**src/rtl/core/ps2mt_pkg.sv**
```systemverilog
package ps2mt_pkg;

  // field and register widths
  localparam int CoordBitsDef = 13;
  localparam int SizeW        = 13;
  localparam int ByteW        = 8;
  localparam int DeltaW       = ByteW + 1;
  localparam int CfgIdxW      = 2;
  localparam int CntW         = 2;

  // configuration register indexes
  localparam logic [CfgIdxW-1:0] CfgScreenWidth  = CfgIdxW'(0);
  localparam logic [CfgIdxW-1:0] CfgScreenHeight = CfgIdxW'(1);

  // packet header bits
  localparam logic [ByteW-1:0] SyncMask = 8'h08;
  localparam logic [ByteW-1:0] OvfMask  = 8'hC0;
  localparam logic [ByteW-1:0] LeftMask = 8'h01;
  localparam int               PktLen   = 3;

  // reset values
  localparam int ResetWidth  = 640;
  localparam int ResetHeight = 480;
  localparam int ResetX      = 320;
  localparam int ResetY      = 240;

  // one decoded packet, valid in the cycle its last byte is consumed
  typedef struct packed {
    logic                     done;
    logic signed [DeltaW-1:0] dx;
    logic signed [DeltaW-1:0] dy;
    logic                     left;
  } pkt_t;

endpackage

```
**src/rtl/core/ps2mt_framer.sv**
```systemverilog
module ps2mt_framer import ps2mt_pkg::*; (
  input  logic             clk_i,
  input  logic             rst_ni,
  input  logic             step_i,
  input  logic [ByteW-1:0] byte_i,
  output pkt_t             pkt_o
);

  localparam logic [CntW-1:0] CntIdle = CntW'(0);
  localparam logic [CntW-1:0] CntHdr  = CntW'(1);
  localparam logic [CntW-1:0] CntLast = CntW'(PktLen - 1);

  logic [CntW-1:0]  count_q, count_d;
  logic [ByteW-1:0] hdr_q, hdr_d;
  logic [ByteW-1:0] dx_q, dx_d;

  always_comb begin
    count_d = count_q;
    hdr_d   = hdr_q;
    dx_d    = dx_q;
    if (step_i) begin
      unique case (count_q)
        CntIdle: begin
          // resync: only a byte with the sync bit may open a packet
          if ((byte_i & SyncMask) != '0) begin
            hdr_d   = byte_i;
            count_d = CntHdr;
          end
        end
        CntHdr: begin
          dx_d    = byte_i;
          count_d = CntLast;
        end
        default: begin
          count_d = CntIdle;
        end
      endcase
    end
  end

  always_comb begin
    pkt_o.done = step_i && (count_q == CntLast) && ((hdr_q & OvfMask) == '0);
    pkt_o.dx   = {dx_q[ByteW-1], dx_q};
    pkt_o.dy   = DeltaW'(0) - {byte_i[ByteW-1], byte_i};
    pkt_o.left = (hdr_q & LeftMask) != '0;
  end

  always_ff @(posedge clk_i or negedge rst_ni) begin
    if (!rst_ni) begin
      count_q <= CntIdle;
      hdr_q   <= '0;
      dx_q    <= '0;
    end else begin
      count_q <= count_d;
      hdr_q   <= hdr_d;
      dx_q    <= dx_d;
    end
  end

endmodule

```
**config.mk**
```make
export PLATFORM = sky130hd
export DESIGN_NAME = ps2mt_framer
export DESIGN_NICKNAME = d
export VERILOG_FILES = /design/src/rtl/core/ps2mt_pkg.sv /design/src/rtl/core/ps2mt_framer.sv
export SDC_FILE = /design/constraint.sdc
export NUM_CORES = 1
export LEC_CHECK = 0
export BUFFER_PORTS_ARGS = -buffer_cell sky130_fd_sc_hd__buf_4
export CORE_MARGIN = 3
export CORE_UTILIZATION = 40
export DETAILED_ROUTE_END_ITERATION = 8
export PLACE_DENSITY = 0.7
export SLEW_MARGIN = 20
export SYNTH_ARGS = -nofsm -noshare
export SYNTH_HDL_FRONTEND = slang
export SYNTH_SLANG_ARGS = --single-unit
export TNS_END_PERCENT = 50
```
**constraint.sdc**
```tcl
create_clock -name clk_i -period 1.7 [get_ports clk_i]
set_input_delay 0.255 -clock clk_i [delete_from_list [all_inputs] [get_ports clk_i]]
set_output_delay 0.255 -clock clk_i [all_outputs]
set_load 0.01 [all_outputs]
```
# Word level (Yosys, flattened, before mapping)
# Index checks and enable logic that the tools add are counted.
dict set report totals {
  register_bits 18
  latchBits 0
  ram_bits 0
  mem_bits_ro 0
  in_bits 11
  out_inout_bits 20
  wordCells 16
  n_memories 0
}
dict set report op_classes {
  add_sub_neg 1
  n_mul 0
  div_mod_pow 0
  order_cmp 0
  eq_ne 3
  n_shift 0
  n_mux 2
  n_bitwise 0
  n_reduce_logical 7
}
# cell n
set op_table {}
lappend op_table {{subtractor 1 x 8 -> 9 bit, first input constant} 1}
lappend op_table {{zero test 8 bit} 1}
lappend op_table {{one-hot mux 2 bit (2 select lines)} 1}
lappend op_table {{AND reduction 2 bit} 2}
lappend op_table {{AND reduction 3 bit} 1}
lappend op_table {{== test 2 x 1 -> 1 bit, second input constant} 1}
lappend op_table {{== test 2 bit, second input constant} 1}
lappend op_table {{logical AND 1 bit} 2}
lappend op_table {{zero test 2 bit} 1}
lappend op_table {{2-to-1 mux 2 bit} 1}
lappend op_table {{inequality test 2 bit, second input constant} 1}

# Logic depth before layout (Yosys ltp)
dict set report depth {
  word_depth 3
  ltp_mapped 5
  depth_no_buf 5
}

# Least setup slack after synthesis
# OpenSTA, ideal clock, no wires.
dict set report synth_timing {
  path_kind {input to output}
  from {input port byte_i[0]}
  to {output port pkt_o[7] (netlist bit)}
  t_arrival_ps 986
  slack_ps 459
  cell_stages 5
  n_path_buf 0
  path_cell_list {inv_1 > ha_1 > nand2b_1 > nor4_1 > xnor2_1}
}
# element line_no
set synth_lines {}
lappend synth_lines {{from (decl)} ps2mt_framer.sv:5} ;# input logic [ByteW-1:0] byte_i,
lappend synth_lines {{to (decl)} ps2mt_framer.sv:6} ;# output pkt_t pkt_o

==> run_results.csv <==
group,metric,value,unit
clock_network,h-tree-depth,1,
global_route,antenna_found_initial,0,
final_layout,stdcell_count,106,
global_route,grt_pass1_wl,2070,um
run_status,status,"finished clean",
logic_synthesis,syn_area,666.9,um^2
critical_path,cp_max_fo,4,
logic_synthesis,ys_ff_latch,13,
sta,relSlewSlack,72.48,%
critical_path,crit-reg2reg-launch,"count_q[0]$_DFFE_PN0P_",
route,avgRoutedWirePerCell,13.16,um
placed_design,port_buffers,30,
floorplan,initial_utilization,43.26,%
clock_network,cts_buffers,3,
logic_synthesis,syn_avg_cell_area,11.50,um^2
floorplan,rows,14,
clock_network,postCtsSetupBuffers,0,
power_and_ir_drop,leakage,0.4588,nW
sta,drv_slew,0,
min_path,min_from,"step_i",
final_layout,finalInstanceArea,925.9,um^2
clock_network,root_buffer,"clkbuf_4",
route,first_iter_violations,5,
route,drt-pass1-iter-count,4,
clock_network,tritoncts,"yes",
logic_synthesis,yosys.area.top_type,"dfrtp_1",
logic_synthesis,muxShareOfSynthArea,15.20,%
sta,setup_tns,0,ps
final_layout,syn_to_final_growth,38.84,%
logic_synthesis,syn-instance-count,58,
global_route,grt_max_degree,14,
route,finalWirelength,1395,um
clock_network,clk_pin_slew,70,ps
route,viasPerCell,4.943,
route,detail-route-antenna-nets,0,
floorplan,die_area,2193,um^2
global_route,grt_pass1_vias,499,
critical_path,r2r_cells,2,
placed_design,gp_congestion,0.7863,
logic_synthesis,yosys.area_share.simple,13.70,%
critical_path,cp-end-kind,"output pin",
critical_path,worstPathRequired,1440,ps
sta,worst-slew-pin-transition,409.6,ps
min_path,hp-class,"input port to register",
logic_synthesis,ys_top_cells_by_area,"dfrtp_1 49%, mux2_4 6.8%, xnor2_1 5.3%, mux2_1 5.1%, buf_4 4.5%",
placed_design,placed_cell_area,889.6,um^2
floorplan,dieHeight,46.83,um
sta,max_freq,0.6446,GHz
clock_network,clock_sinks,13,
critical_path,crit_arrival,1300,ps
placed_design,dp.cells,101,
power_and_ir_drop,powerDensity,1239,nW/um^2
critical_path,start_kind,"input port",
floorplan,floorplan.die.width,46.83,um
logic_synthesis,synth_nets,70,
logic_synthesis,ys_warn_count,0,
sta,hold_viol_final,0,
min_path,hold_path_end,"count_q[1]$_DFFE_PN0P_",
floorplan,core,1541,um^2
logic_synthesis,yosysUniqueCellTypes,20,
clock_network,clockBufferDepth,2,
final_layout,antenna_cells,0,
route,num_vias,524,
final_layout,drive_gt1_share,46.67,%
sta,setup_viol,0,
sta,finalCritPeriodShare,91.26,%
global_route,grt.overflow.total,0,
placed_design,dp_hpwl,1147,um
logic_synthesis,synth_top_family_by_area,"multiplexers",
critical_path,r2r_end,"hdr_q[7]$_DFFE_PN0P_",
power_and_ir_drop,ir_drop,0.0005763,V
logic_synthesis,yosysTopAreaCellShare,48.78,%
clock_network,ctsResizeCount,0,
sta,fin_crit,1551,ps
min_path,whs_path_depth,2,
critical_path,criticalPathCategory,"input port to output pin",
logic_synthesis,yosysSeqAreaShare,48.78,%
logic_synthesis,synthAdderAreaFrac,1.876,%
sta,fin_worst_skew,5.822,ps
logic_synthesis,synth_compound_area_share,5.253,%
clock_network,clk-insertion-delay-late,270,ps
global_route,grt_util_all_layers,13.42,%
final_layout,nets,103,
critical_path,reg2reg_slack,380,ps
sta,rsz0062_at_grt,"false",
floorplan,pin_count,31,
logic_synthesis,synth_xor_area_share,7.880,%
route,drcViolationCount,0,
flow_run,max-cap-violations,0,
## kinds of logic (layout without fill, tap and decap cells)
family	after synthesis	after routing
and+or+nand+nor	15	15
DFF	13	13
buffers and inverters	9	41
muxes	8	8
AOI/OAI and AO/OA	6	6
xor gates and xnor gates	6	6
adders and majority gates	1	1
## metal layers
layer / global-route usage, % / part of all wire (%) / vias up
met3: 3.065 / 10 / 2
met2: 23.04 / 50 / 24
li1: - / - / 259
met1: 15.37 / 38 / 239
met5: 0 / 0 / -
met4: 7.182 / 1.4 / 0
## worst max path at each step
stage	slack, ps	end	startpoint	cells past startpoint
4_1_cts	150	pkt_o[7]	byte_i[0]	7
3_5_place_dp	150	pkt_o[7]	byte_i[0]	7
6_report	150	pkt_o[7]	byte_i[0]	7
5_1_grt	60	pkt_o[7]	byte_i[0]	7
3_3_place_gp	200	pkt_o[7]	byte_i[0]	7
2_1_floorplan	460	pkt_o[7]	byte_i[0]	5
## cells in the mapped netlist
library cell and number:
nor3_1 1, inv_1 4, ha_1 1, nand2_1 6, nand3b_1 1, mux2_1 3, inv_2 1, nor4b_4 1
a31oi_1 1, nor4_1 3, dfrtp_1 13, xor2_1 2, xnor2_1 4, mux2_4 3, mux2_2 2, o21ai_0 4
nor2_1 2, buf_4 4, a21o_2 1, nand2b_1 1
## critical path, stage by stage
cell      delay, ps
buf_4           120
inv_1            60
ha_1            200
nand2b_1         90
nor4_1          260
xnor2_1         160
buf_4           140
## placed cells by master, fill, tap and decap left out
master and instances:
a21o_2 1, ha_1 1, inv_1 4, o21ai_0 4, clkbuf_4 3, nand3b_1 1, nand2_1 6, buf_4 31
mux2_2 2, xnor2_1 4, clkbuf_1 1, dfrtp_1 13, inv_2 1, nor3_1 1, xor2_1 2, nor4b_4 1
dlygate4sd3_1 1, mux2_4 3, mux2_1 3, nor4_1 3, a31oi_1 1, nor2_1 2, nand2b_1 1
## per-stage QoR
step / setup WS [ps] / util (%) / power, mW / hold WS [ps]
after floorplan: 459.2 / - / 0.7447 / -40.59
after global placement: 197.6 / 57.71 / 0.9638 / 108.4
after detailed placement: 149.2 / 57.71 / 0.9744 / 110.3
after CTS: 147.3 / 60.06 / 1.170 / 195.7
after global routing: 64.30 / 60.06 / 1.233 / 216.6
final: 148.6 / 60.06 / 1.147 / 202.8
## final cells by class
cell class | count | area, um^2
clock buffers | 4 | 26.28
fillers | 134 | 615.6
inverters | 5 | 18.77
multi-input cells | 36 | 292.8
flip-flops and latches | 13 | 325.3
well taps | 16 | 20.02
repair buffers | 32 | 242.7
## power breakdown
group	internal (mW)	switching (mW)	total [mW]
sequential	0.429	0.0705	0.499
clock	0.0908	0.0955	0.186
combinational	0.276	0.186	0.462
total	0.795	0.352	1.15
## sequential cells by signal, summed over array words and instances (netlist names)
name     cells
dx_q         8
hdr_q        3
count_q      2
## repair_timing
| action | 4_1_cts | 5_1_grt |
|---|---|---|
| endpoints found under the setup margin | 0 | 0 |
| hold endpoints to repair | 13 | 0 |
| hold buffers | 1 | 0 |
Power figures use the tool's default switching activity.
