==> config.mk <==
export PLATFORM = sky130hd
export DESIGN_NAME = ps2mt_axis
export DESIGN_NICKNAME = d
export VERILOG_FILES = /design/src/rtl/core/ps2mt_pkg.sv /design/src/rtl/core/ps2mt_axis.sv
export SDC_FILE = /design/constraint.sdc
export NUM_CORES = 1
export LEC_CHECK = 0
export BUFFER_PORTS_ARGS = -buffer_cell sky130_fd_sc_hd__clkbuf_2
export CAP_MARGIN = 40
export CORE_MARGIN = 4
export CORE_UTILIZATION = 30
export CTS_CLUSTER_SIZE = 24
export DETAILED_ROUTE_END_ITERATION = 16
export GPL_ROUTABILITY_DRIVEN = 0
export MAX_ROUTING_LAYER = met4
export PLACE_DENSITY = 0.5
export SYNTH_ARGS = -nofsm -noshare
export SYNTH_HDL_FRONTEND = slang
export SYNTH_SLANG_ARGS = --single-unit
==> constraint.sdc <==
create_clock -name clk_i -period 5.6 [get_ports clk_i]
set_input_delay 1.4 -clock clk_i [delete_from_list [all_inputs] [get_ports clk_i]]
set_output_delay 1.4 -clock clk_i [all_outputs]
set_load 0.05 [all_outputs]
==> src/rtl/core/ps2mt_pkg.sv <==
package ps2mt_pkg;

  // field and register widths
  localparam int CoordBitsDef = 13;
  localparam int SizeW        = 13;
  localparam int ByteW        = 8;
  localparam int DeltaW       = ByteW + 1;
  localparam int CfgIdxW      = 2;
  localparam int CntW         = 2;

  // configuration register indexes
  localparam logic [CfgIdxW-1:0] CfgScreenWidth  = CfgIdxW'(0);
  localparam logic [CfgIdxW-1:0] CfgScreenHeight = CfgIdxW'(1);

  // packet header bits
  localparam logic [ByteW-1:0] SyncMask = 8'h08;
  localparam logic [ByteW-1:0] OvfMask  = 8'hC0;
  localparam logic [ByteW-1:0] LeftMask = 8'h01;
  localparam int               PktLen   = 3;

  // reset values
  localparam int ResetWidth  = 640;
  localparam int ResetHeight = 480;
  localparam int ResetX      = 320;
  localparam int ResetY      = 240;

  // one decoded packet, valid in the cycle its last byte is consumed
  typedef struct packed {
    logic                     done;
    logic signed [DeltaW-1:0] dx;
    logic signed [DeltaW-1:0] dy;
    logic                     left;
  } pkt_t;

endpackage

==> src/rtl/core/ps2mt_axis.sv <==
module ps2mt_axis import ps2mt_pkg::*; #(
  parameter int COORD_BITS = CoordBitsDef,
  parameter int RESET_POS  = ResetX,
  parameter int RESET_SIZE = ResetWidth
) (
  input  logic                     clk_i,
  input  logic                     rst_ni,
  input  logic                     step_i,
  input  logic signed [DeltaW-1:0] delta_i,
  input  logic                     cfg_wr_i,
  input  logic [SizeW-1:0]         cfg_size_i,
  output logic [COORD_BITS-1:0]    pos_o
);

  localparam int SW = ((COORD_BITS > SizeW) ? COORD_BITS : SizeW) + 2;
  localparam logic signed [SW-1:0] MaxExt = SW'((1 << COORD_BITS) - 1);

  logic [COORD_BITS-1:0] pos_q, pos_d;
  logic [SizeW-1:0]      size_q, size_d;
  logic signed [SW-1:0]  sum, size_ext, clamped, half, centre;

  always_comb begin
    size_ext = $signed({{(SW-SizeW){1'b0}}, size_q});
    sum      = $signed({{(SW-COORD_BITS){1'b0}}, pos_q})
             + $signed({{(SW-DeltaW){delta_i[DeltaW-1]}}, delta_i});
    clamped  = sum;
    if (clamped < 0) begin
      clamped = '0;
    end
    if ((size_q != '0) && (clamped >= size_ext)) begin
      clamped = size_ext - SW'(1);
    end
    if (clamped > MaxExt) begin
      clamped = MaxExt;
    end

    // recentre on a size write, saturating at the coordinate range
    half   = $signed({{(SW-SizeW+1){1'b0}}, cfg_size_i[SizeW-1:1]});
    centre = (half > MaxExt) ? MaxExt : half;

    pos_d  = pos_q;
    size_d = size_q;
    if (cfg_wr_i) begin
      size_d = cfg_size_i;
      pos_d  = centre[COORD_BITS-1:0];
    end else if (step_i) begin
      pos_d  = clamped[COORD_BITS-1:0];
    end
  end

  always_ff @(posedge clk_i or negedge rst_ni) begin
    if (!rst_ni) begin
      pos_q  <= COORD_BITS'(RESET_POS);
      size_q <= SizeW'(RESET_SIZE);
    end else begin
      pos_q  <= pos_d;
      size_q <= size_d;
    end
  end

  assign pos_o = pos_q;

endmodule

-- Word level (Yosys, flattened, before mapping)
Index checks and enable logic that the tools add are counted.
- muxes and demuxes: 5
- multiply operators: 0
- order comparisons: 3
- bitwise gates (word level): 0
- shifts and indexed selects: 0
- equality and inequality tests: 0
- reductions and logical operators: 3
- divide/modulo/power cells: 0
- add/sub/neg operators: 2
- operators with widths (cell ; number):
    13-bit two-way mux ; 3
    15-bit two-way mux ; 2
    14-bit by 9-bit adder with 15-bit output ; 1
    15-bit by 14-bit greater-or-equal comparator with 1-bit output ; 1
    15-bit by 14-bit > comparator with 1-bit output, second input constant ; 1
    15-bit by 1-bit < comparator with 1-bit output, second input constant ; 1
    13-bit by 1-bit subtractor with 14-bit output, second input constant ; 1
    13-bit nonzero test ; 1
    2-bit nonzero test ; 1
    1-bit logical AND ; 1
- memory bits (read-only): 0
- word-level logic and storage cells: 15
- output and inout port bits: 13
- register bits: 26
- RAM bits: 0
- input bits: 26
- memories kept: 0
- latch bits: 0

-- Depth between registers and ports, before layout
Gate-level depths: netlist (run 1).
- depth after elaboration: 10
- gate-level depth with buffers: 20
- gate-level depth less buffers: 18

-- Least setup slack after synthesis (run 1)
OpenSTA, ideal clock, no wires.
- path kind: input to register
- from: input port delta_i[0]
- to: register pos_q[1], in the netlist pos_o[1]
- cell stages on the path: 19
- path buffers: 2
- setup time: 0.120 ns
- path slack: 0.496 ns
- arrival: 4.984 ns
- data required time: 5.480 ns
- cells stage by stage: ha_1 -> inv_1 -> fa_1 -> nor2b_1 -> o21bai_1 -> a21oi_2 -> o2111a_2 -> a211oi_4 -> buf_6 -> nor4_1 -> ha_1 -> nor2b_1 -> a2111oi_2 -> nand2_1 -> o21ai_2 -> or2_2 -> clkbuf_1 -> nand3b_1 -> a31o_1
- word-level cells in the longest chain between the ends: 10
- RTL lines (item ; line ; RTL):
    from (decl) ; ps2mt_axis.sv:9 ; input logic signed [DeltaW-1:0] delta_i,
    14-bit by 9-bit adder with 15-bit output (*) ; ps2mt_axis.sv:25 ; + $signed({{(SW-DeltaW){delta_i[DeltaW-1]}}, delta_i});
    15-bit by 1-bit < comparator with 1-bit output ; ps2mt_axis.sv:27 ; if (clamped < 0) begin
    15-bit two-way mux (*) ; ps2mt_axis.sv:27 ;
    15-bit by 14-bit greater-or-equal comparator with 1-bit output ; ps2mt_axis.sv:30 ; if ((size_q != '0) && (clamped >= size_ext)) begin
    1-bit logical AND ; ps2mt_axis.sv:30 ;
    15-bit two-way mux (*) ; ps2mt_axis.sv:30 ;
    15-bit by 14-bit > comparator with 1-bit output ; ps2mt_axis.sv:33 ; if (clamped > MaxExt) begin
    13-bit two-way mux (*) ; ps2mt_axis.sv:33 ;
    13-bit two-way mux (*) ; ps2mt_axis.sv:46 ; end else if (step_i) begin
    13-bit two-way mux (*) ; ps2mt_axis.sv:43 ; if (cfg_wr_i) begin
    to (signal assigned) ; ps2mt_axis.sv:53 ; pos_q <= COORD_BITS'(RESET_POS);
    to (signal assigned) ; ps2mt_axis.sv:56 ; pos_q <= pos_d;
    to (decl) ; ps2mt_axis.sv:18 ; logic [COORD_BITS-1:0] pos_q, pos_d;
Every way passes the cells marked *; elsewhere a longest branch is shown, timed or not. The select of a mux whose other input is x is not followed.
A chain may end at the register's enable or synchronous reset.

-- Final worst setup path (run 1)
Same ends and word-level chain as after synthesis.

==> results of run 1 <==
layout make-up:
class | count | area [um2]
sequential | 26 | 656
clock buffer | 3 | 41.3
fill | 891 | 5330
multi-input combinational | 251 | 1710
tap | 105 | 131
clock inverter | 1 | 30.0
timing repair buffer | 41 | 213
inverter | 19 | 71.3
cell usage after synthesis (4+ instances only):
master / number
o21ai_0: 20
o211ai_1: 4
nor2_1: 21
xnor2_1: 13
dfstp_2: 4
a21o_1: 4
nand4_1: 6
a31o_1: 7
xor2_1: 4
ha_1: 28
nor3_1: 7
a21oi_1: 18
nand2_1: 48
nand3_1: 6
o31ai_1: 4
nand2b_1: 4
nor2b_1: 4
inv_1: 19
clkbuf_1: 6
dfrtp_1: 22
nand3b_1: 5
a21boi_0: 4
worst register-to-register path: stages, from the launching register on:
cell	delay (ps)
dfrtp_1	400
ha_1	190
inv_1	60
fa_1	370
nor2b_1	190
o21bai_1	130
a21oi_2	240
o2111a_2	260
a211oi_4	70
nor4_1	530
ha_1	350
nor2b_1	150
a2111oi_2	400
nand2_1	110
o21ai_2	220
buf_4	180
or2_2	190
nand3b_1	100
a31o_1	220
logic make-up after synthesis:
kind of cell,synth area share
compound gates,0.244
xor+xnor,0.0595
fa+ha+maj,0.148
buf+inv,0.0565
flops,0.262
simple gates,0.230
sequential cells by signal, summed over array words and instances (netlist names):
| name | cells |
|---|---|
| size_q | 13 |
| pos_o | 13 |
per-layer routing:
metal,part of all wire,vias to the layer above,global-route usage
met2,0.46,36,0.231
met3,0.026,6,0.0105
met4,0.013,0,0.0357
met1,0.50,1012,0.197
met5,0,-,-
li1,-,1164,-
how the worst max path moves through the flow:
stage                           from                    to  slack (ps)
final                     delta_i[0]  pos_o[1]$_DFFE_PN0P_         370
after global routing      delta_i[0]  pos_o[3]$_DFFE_PN0P_          90
after CTS                 delta_i[0]  pos_o[1]$_DFFE_PN0P_         390
after detailed placement  delta_i[0]  pos_o[1]$_DFFE_PN0P_         110
after global placement    delta_i[0]  pos_o[1]$_DFFE_PN0P_         260
after floorplan           delta_i[0]  pos_o[1]$_DFFE_PN0P_         500
metrics by stage:
step	total power, W	hold WS (ps)	setup WS [ps]	cell area, um2	cells
after detailed placement	0.00168	559	111	2780	442
after global placement	0.00168	557	263	2780	442
after CTS	0.00185	575	394	2850	446
after floorplan	0.00137	518	496	2500	308
after global routing	0.00201	601	93.2	2850	446
final	0.00183	565	368	2850	446
power groups by stage:
stage	registers, W	logic [W]	clock network (W)
after floorplan	0.000453	0.000913	0
after global placement	0.000309	0.00137	0
after detailed placement	0.000311	0.00137	0
after CTS	0.000307	0.00138	0.000164
after global routing	0.000314	0.00152	0.000172
final	0.000305	0.00137	0.000160
==> impl_metrics.tcl, run 1 <==
set metrics [dict create \
    status "finished, final reports clean" \
    hold_viol_final 0 \
    p_leak_nw 1.33 \
    hold_depth 2 \
    period_minus_slack_ps 5230 \
    maxCapViolCount 0 \
    period_share 0.934 \
    setup_viol 0 \
    numCtsBuffers 3 \
    most-common-layout-cells "48 x nand2_1, 38 x clkbuf_2, 28 x ha_1, 22 x dfrtp_1, 21 x nor2_1" \
    endpoint_kind "register" \
    worst_pin_slew_ps 770 \
    synthDistinctLibCells 53 \
    antenna_found_initial 0 \
    io_pins 39 \
    slowest_stage "nor4_1" \
    path_clk_slew_ps 100 \
    drt-wirelength-per-cell_um 15.1 \
    core-area_um2 8180 \
    skew_ps 5.39 \
    netlist_instances 308 \
    fin_nets 397 \
    switching_share 0.525 \
    min_to "size_q[9]$_DFFE_PN1P_" \
    rsz0062_at_grt "no" \
    tns_ps 0 \
    synth_area_leaders "dfrtp_1 22%, ha_1 14%, nand2_1 7.2%" \
    drt_wl_total_mm 6.73 \
    crit_type "input port to register" \
    r2r_cells 18 \
    dieArea_um2 9870 \
    synth_area_leader_cell "dfrtp_1" \
    drv_slew 0 \
    power.net_switching_w 0.000963 \
    drive_above_1_share 0.191 \
    rows 33 \
    first_pass_iters 4 \
    p_clk_frac 0.087 \
    async_reset_ff_frac 1.00 \
    gr-total-overflow 0 \
    drtIter0Drc 76 \
    path_cells "clkbuf_2, ha_1, inv_1, fa_1, nor2b_1, o21bai_1, a21oi_2, o2111a_2, a211oi_4, nor4_1, ha_1, nor2b_1, a2111oi_2, nand2_1, o21ai_2, buf_4, or2_2, nand3b_1, a31o_1" \
    ctsRootBufferMaster "clkbuf_8" \
    synth_flop_cell "dfrtp_1" \
    grt_pass1_vias 2304 \
    p_seq_frac 0.166 \
    synthToLayoutAreaGrowth_pct 13.8 \
    cp_num_cells 19 \
    tritoncts "yes" \
    reg2reg_from "pos_o[0]$_DFFE_PN0P_" \
    drc 0 \
    relSlewSlack 0.485 \
    worst_path_largest_cell_delay_ps 530 \
    syn_avg_cell_area_um2 8.13 \
    fmax_mhz 191 \
    crit_arrival_ps 5410 \
    start_util 0.306 \
    grt_max_degree 31 \
    hold_path_class "register to register" \
    crit_buf_inv 3 \
    reg2reg_slack_ps 1150 \
    num_antenna_cells 0 \
    synth_top_area_share 0.220 \
    dp_hpwl_mm 5.65 \
    fin_util 0.348 \
    vias_per_cell 4.97 \
    yosysWarnings 0 \
    synth_seq_area_share 0.262 \
    clk_latency_ps 270 \
    ir_worst_vdd_uv 179 \
    grtUsageTotal 0.144 \
    mostFrequentLayoutCell "nand2_1" \
    p_per_area_nw_per_um2 644 \
    ys_ff_latch 26 \
    num_vias 2218 \
    ant_nets 0 \
    cts_hold_buf 0 \
    grt_first_pass_wirelength_mm 11.3 \
    dieWidth_um 99.4 \
    r2r-end "pos_o[1]$_DFFE_PN0P_" \
    cts_setup_buffers 0 \
    path_delay_family "compound AO/OA/AOI/OAI gates" \
    clock_sinks 26 \
    synth_nets 363 \
    cts_resized 0 \
    htreeDepth 1 \
    portBuffers 38 \
    comb_power_share 0.747 \
    min_from "size_q[9]$_DFFE_PN1P_" \
    synth-edff-count 0 \
    clk_path_buf_depth 2 \
    internal_power_w 0.000871 \
    synthesis.area_um2 2500 \
    critPathMaxFanout 10 \
    worstPathRequired_ps 5780 \
    start_kind "input port" \
    die_h_um 99.4 \
]
No activity file was read; power rests on OpenSTA's default activity.
==> run 2, diff against run 1 <==
--- a/config.mk
+++ b/config.mk
@@ -5,6 +5,7 @@
 export SDC_FILE = /design/constraint.sdc
 export NUM_CORES = 1
 export LEC_CHECK = 0
+export ABC_AREA = 1
 export BUFFER_PORTS_ARGS = -buffer_cell sky130_fd_sc_hd__clkbuf_2
 export CAP_MARGIN = 40
 export CORE_MARGIN = 4
@@ -13,7 +14,7 @@
 export DETAILED_ROUTE_END_ITERATION = 16
 export GPL_ROUTABILITY_DRIVEN = 0
 export MAX_ROUTING_LAYER = met4
-export PLACE_DENSITY = 0.5
+export PLACE_DENSITY = 0.49
 export SYNTH_ARGS = -nofsm -noshare
 export SYNTH_HDL_FRONTEND = slang
 export SYNTH_SLANG_ARGS = --single-unit
==> run 2 against run 1 <==
  * Clock skew decreased by 1.7 ps
  * Power decreased by 14%
  * Synthesized area is 7.8% higher
  * Sequential share of layout area decreased by 1.5 points
  * Critical endpoint is now pos_o[12]$_DFFE_PN0P_
  * Largest power group unchanged
==> impl_metrics.tcl, run 2 <==
set metrics [dict create \
    cts_setup_buffers 0 \
    clk_latency_ps 270 \
    period_minus_slack_ps 4400 \
    worst_path_largest_cell_delay_ps 410 \
    drive_above_1_share 0.147 \
    htreeDepth 1 \
    numCtsBuffers 3 \
    dp_hpwl_mm 6.13 \
    synth_flop_cell "dfrtp_1" \
    tritoncts "yes" \
    num_vias 2584 \
    ant_nets 0 \
    mostFrequentLayoutCell "nand2_1" \
    num-fill-cells 930 \
    first_pass_iters 4 \
    antenna_found_initial 0 \
    ys_ff_latch 26 \
    critPathMaxFanout 14 \
    synthesis.area_um2 2700 \
    skew_ps 3.71 \
    dieArea_um2 10600 \
    clk_path_buf_depth 2 \
    crit_type "input port to register" \
    hold_path_class "register to register" \
    period_share 0.786 \
    path_clk_slew_ps 90 \
    most-common-layout-cells "119 x nand2_1, 54 x inv_1, 40 x nand3_1, 38 x clkbuf_2, 34 x nor2_1" \
    yosysMostFrequentCell "nand2_1" \
    synth-edff-count 0 \
    setup_viol 0 \
    syn_avg_cell_area_um2 6.65 \
    grt_pass1_vias 2681 \
    drc 0 \
    rsz0062_at_grt "no" \
    path_cells "clkbuf_2, ha_1, inv_1, fa_1, o21ai_0, a21oi_1, xor2_1, nor2_1, ha_1, nand2_1, inv_1, o21ai_0, nand3_1, inv_1, nand2_1, a21oi_1, nand2_4, nand2_4, o21ai_0, nand2_1, nand2_1, nand2_1" \
    status "finished, final reports clean" \
    grt_first_pass_wirelength_mm 12.6 \
    tns_ps 0 \
    p_leak_nw 1.70 \
    reg2reg_slack_ps 2000 \
    core-area_um2 8720 \
    fin_nets 497 \
    cts_hold_buf 0 \
    cts_resized 0 \
    grtUsageTotal 0.152 \
    io_pins 39 \
    num_antenna_cells 0 \
    start_util 0.310 \
    netlist_instances 406 \
    die_h_um 103 \
    synthToLayoutAreaGrowth_pct 12.8 \
    ctsRootBufferMaster "clkbuf_8" \
    yosys-top-cells-count "119 x nand2_1, 54 x inv_1, 40 x nand3_1" \
    drt-wirelength-per-cell_um 13.2 \
    hold_viol_final 0 \
    async_reset_ff_frac 1.00 \
    worstPathRequired_ps 5810 \
    ir_worst_vdd_uv 130 \
    relSlewSlack 0.490 \
    fmax_mhz 227 \
    synth_nets 461 \
    cp_common_cell "nand2_1" \
    total_power_w 0.00158 \
    portBuffers 38 \
    synth_area_leaders "dfrtp_1 20%, nand2_1 17%, ha_1 13%" \
    synth_top_area_share 0.204 \
    synthDistinctLibCells 34 \
    grt_max_degree 29 \
    slowest_stage "fa_1" \
    yosysWarnings 0 \
    dieWidth_um 103 \
    p_per_area_nw_per_um2 520 \
    endpoint_kind "register" \
    drv_slew 0 \
    maxCapViolCount 0 \
    drt_wl_total_mm 7.26 \
    rows 34 \
    vias_per_cell 4.71 \
    gr-total-overflow 0 \
    synth_seq_area_share 0.243 \
    synth_area_leader_cell "dfrtp_1" \
    clock_sinks 26 \
    drtIter0Drc 121 \
    start_kind "input port" \
    worst_pin_slew_ps 762 \
    crit_arrival_ps 4620 \
]
## run 2: cell count changes after synthesis, sizes merged, moves of 5 or more
cell,change
nand2,+78
nor3,-5
xnor2,-6
a21boi,+8
a21oi,-9
a31o,-8
nand3,+36
inv,+37
nor2,+17
## run 2: worst max-delay path, delay by kind of cell
family                   cells  cell delay (ps)
AO/OA/AOI/OAI                5              980
XOR/XNOR                     1              170
adder cells (fa/ha/maj)      3              880
AND/OR/NAND/NOR              9              920
buffers and inverters        4              230
## run 2: per-layer routing
| layer | GRT usage | vias to the layer above | share of wire |
|---|---|---|---|
| li1 | - | 1372 | - |
| met1 | 0.212 | 1165 | 0.52 |
| met2 | 0.247 | 41 | 0.45 |
| met3 | 0.00744 | 6 | 0.028 |
| met4 | 0.0299 | 0 | 0.010 |
| met5 | - | - | 0 |
## run 2: metrics by stage
step	instances	setup slack [ps]	area, um2	util	hold WS [ps]
floorplan	406	1440	2700	-	501
global placement	545	912	2990	0.343	530
detailed placement	545	900	2990	0.343	540
CTS	549	1190	3050	0.349	559
global route	549	725	3050	0.349	607
finish	549	1200	3050	0.349	550
## run 2: power breakdown
part	leakage [nW]	internal, W	switching [W]
sequential	0.308	0.000242	0.0000512
combinational	1.36	0.000384	0.000782
clock	0.0288	0.0000629	0.0000621
total	1.70	0.000689	0.000895
## run 2: path summary, 6_finish.rpt
| kind | from | end | cells after the start |
|---|---|---|---|
| worst max register to register | pos_o[0]$_DFFE_PN0P_ | pos_o[12]$_DFFE_PN0P_ | 21 |
| min in group asynchronous | rst_ni | size_q[4]$_DFFE_PN0P_ | 1 |
| worst min-delay path | size_q[9]$_DFFE_PN1P_ | size_q[9]$_DFFE_PN1P_ | 2 |
| worst max-delay path | delta_i[0] | pos_o[12]$_DFFE_PN0P_ | 22 |
| worst min register to register | size_q[9]$_DFFE_PN1P_ | size_q[9]$_DFFE_PN1P_ | 2 |
| max in group asynchronous | rst_ni | pos_o[11]$_DFFE_PN0P_ | 1 |
## run 2: final cells by class
type	instances	area [um2]	area share
Multi-Input combinational cell	316	1790	0.588
Sequential cell	26	656	0.215
Inverter	56	210	0.0690
Timing Repair Buffer	39	198	0.0649
Tap cell	108	135	0.0444
Clock buffer	4	55.1	0.0181
## run 2: kinds of logic (layout without fill, tap and decap cells)
group,Yosys count,in the layout,synth area share
XOR/XNOR,15,15,0.0487
flip-flops,26,26,0.243
AO/OA/AOI/OAI,51,51,0.108
buffers and inverters,64,99,0.0936
adder cells (fa/ha/maj),29,29,0.137
AND/OR/NAND/NOR,221,221,0.369
==> run 3, diff against run 2 <==
--- a/config.mk
+++ b/config.mk
@@ -14,7 +14,7 @@
 export DETAILED_ROUTE_END_ITERATION = 16
 export GPL_ROUTABILITY_DRIVEN = 0
 export MAX_ROUTING_LAYER = met4
-export PLACE_DENSITY = 0.49
+export PLACE_DENSITY = 0.51
 export SYNTH_ARGS = -nofsm -noshare
 export SYNTH_HDL_FRONTEND = slang
 export SYNTH_SLANG_ARGS = --single-unit
==> constraint.sdc (replaced) <==
create_clock -name clk_i -period 4 [get_ports clk_i]
set_input_delay 1 -clock clk_i [delete_from_list [all_inputs] [get_ports clk_i]]
set_output_delay 1 -clock clk_i [all_outputs]
set_load 0.05 [all_outputs]
==> run 3 against run 2 <==
  * Register-to-register slack got worse by 1300 ps
  * Global-route usage fell by 0.14 points
  * Critical endpoint is now pos_o[9]$_DFFE_PN0P_
  * Critical path type unchanged
  * Non-clock buffer count up 27
  * Largest power group unchanged
  * Largest cell class unchanged
==> impl_metrics.tcl, run 3 (synthesized netlist as in run 2, its figures left out) <==
set metrics [dict create \
    path_clk_slew_ps 100 \
    htreeDepth 1 \
    tritoncts "yes" \
    fmax_mhz 267 \
    ir_worst_vdd_uv 233 \
    synthToLayoutAreaGrowth_pct 23.5 \
    die_h_um 103 \
    start_util 0.310 \
    dieArea_um2 10600 \
    maxCapViolCount 0 \
    hold_viol_final 0 \
    drt_wl_total_mm 7.44 \
    register_area_um2 656 \
    cts_hold_buf 0 \
    endpoint_kind "register" \
    num-fill-cells 991 \
    relSlewSlack 0.481 \
    dieWidth_um 103 \
    p_clk_frac 0.063 \
    internal_power_w 0.00116 \
    crit_type "input port to register" \
    clk_latency_ps 270 \
    reg2reg_from "pos_o[0]$_DFFE_PN0P_" \
    first_pass_iters 5 \
    ant_nets 0 \
    grt_first_pass_wirelength_mm 12.4 \
    comb_power_share 0.771 \
    worst_pin_slew_ps 776 \
    setup_viol 0 \
    period_minus_slack_ps 3750 \
    status "finished, final reports clean" \
    num_vias 2664 \
    power.net_switching_w 0.00134 \
    vias_per_cell 4.62 \
    hold_depth 2 \
    design_area_um2 3340 \
    p_leak_nw 1.84 \
    hold_path_class "register to register" \
    maxUsedRoutingLayer "met4" \
    core-area_um2 8720 \
    min_from "pos_o[12]$_DFFE_PN0P_" \
    critPathMaxFanout 8 \
    drc 0 \
    rows 34 \
    num_antenna_cells 0 \
    wl_met3_um 149 \
    crit_arrival_ps 3910 \
    cp-startpoint "delta_i[0]" \
    postPlaceCellArea_um2 3170 \
    portBuffers 38 \
    grt_max_degree 29 \
    reg2reg_slack_ps 660 \
    clock_sinks 26 \
    r2r_cells 27 \
    gr-total-overflow 0 \
    r2r-end "pos_o[9]$_DFFE_PN0P_" \
    antenna_found_initial 0 \
    drtIter0Drc 106 \
    drt-wirelength-per-cell_um 12.9 \
    worstPathRequired_ps 4170 \
    min_to "pos_o[12]$_DFFE_PN0P_" \
    multi_input_area_um2 1880 \
    total_power_w 0.00251 \
    period_share 0.936 \
    drv_slew 0 \
    grtUsageTotal 0.151 \
    wl_met1_mm 3.84 \
    mostFrequentLayoutCell "nand2_1" \
    numCtsBuffers 3 \
    clk_path_buf_depth 2 \
    p_per_area_nw_per_um2 752 \
    ctsRootBufferMaster "clkbuf_8" \
    met2_length_mm 3.42 \
    switching_share 0.536 \
    grt_pass1_vias 2686 \
    start_kind "input port" \
    io_pins 39 \
    p_seq_frac 0.166 \
    most-common-layout-cells "118 x nand2_1, 53 x inv_1, 39 x nand3_1, 37 x clkbuf_2, 31 x nor2_1" \
    skew_ps 2.46 \
    drive_above_1_share 0.228 \
    fin_nets 525 \
    dp_hpwl_mm 6.37 \
]
[run 3: power by group through the flow]
stage | combinational [W] | sequential (W) | clock, W
2_1_floorplan | 0.00111 | 0.000593 | 0
3_3_place_gp | 0.00177 | 0.000415 | 0
3_5_place_dp | 0.00179 | 0.000418 | 0
4_1_cts | 0.00180 | 0.000413 | 0.000163
5_1_grt | 0.00218 | 0.000427 | 0.000172
6_report | 0.00193 | 0.000416 | 0.000159
[run 3: worst max path at each step]
stage / to / depth (start not counted)
final: pos_o[9]$_DFFE_PN0P_ / 28
after global routing: pos_o[9]$_DFFE_PN0P_ / 28
after CTS: pos_o[12]$_DFFE_PN0P_ / 24
after detailed placement: pos_o[12]$_DFFE_PN0P_ / 24
after global placement: pos_o[12]$_DFFE_PN0P_ / 24
after floorplan: pos_o[7]$_DFFE_PN0P_ / 27
[run 3: critical path, cell delays in order]
cell,delay (ps)
clkbuf_2,80
ha_2,160
inv_1,60
fa_2,370
inv_1,80
nand2_1,60
nand3_2,70
nand2_1,80
nand2_1,80
nand2_2,60
nand2_4,80
inv_4,60
or2_4,230
inv_1,80
ha_1,240
nand2_1,90
a21oi_1,40
nor2_1,80
nand2_1,60
nand2_1,60
nand2_1,60
a21oi_2,170
nand2_4,130
buf_4,170
nand3_1,60
nand2_1,80
nand2_1,60
nand2_1,60
[run 3: layout make-up]
| cell class | count | share of cell area |
|---|---|---|
| multi-input cells | 317 | 0.564 |
| flip-flops and latches | 26 | 0.197 |
| repair buffers | 66 | 0.122 |
| inverters | 56 | 0.0638 |
| well taps | 108 | 0.0405 |
| clock buffers | 4 | 0.0135 |
[run 3: metrics by stage]
stage | hold slack (ps) | cells | utilization | TNS (ps) | setup slack (ps)
2_1_floorplan | 501 | 406 | - | 0 | 240
3_3_place_gp | 537 | 569 | 0.364 | -892 | -100
3_5_place_dp | 551 | 569 | 0.364 | -1240 | -128
4_1_cts | 573 | 573 | 0.369 | 0 | 139
5_1_grt | 602 | 577 | 0.382 | -2.57 | -2.57
6_report | 570 | 577 | 0.382 | 0 | 255
[run 3: repair_timing]
| item | CTS | global route |
|---|---|---|
| resized for setup | 0 | 24 |
| endpoints found under the setup margin | 0 | 13 |
| buffers inserted | 0 | 3 |
[run 3: metal layers]
layer / track usage / vias up
li1: - / 1431
met1: 0.208 / 1201
met2: 0.252 / 28
met3: 0.00677 / 4
met4: 0.0209 / 0
met5: - / -
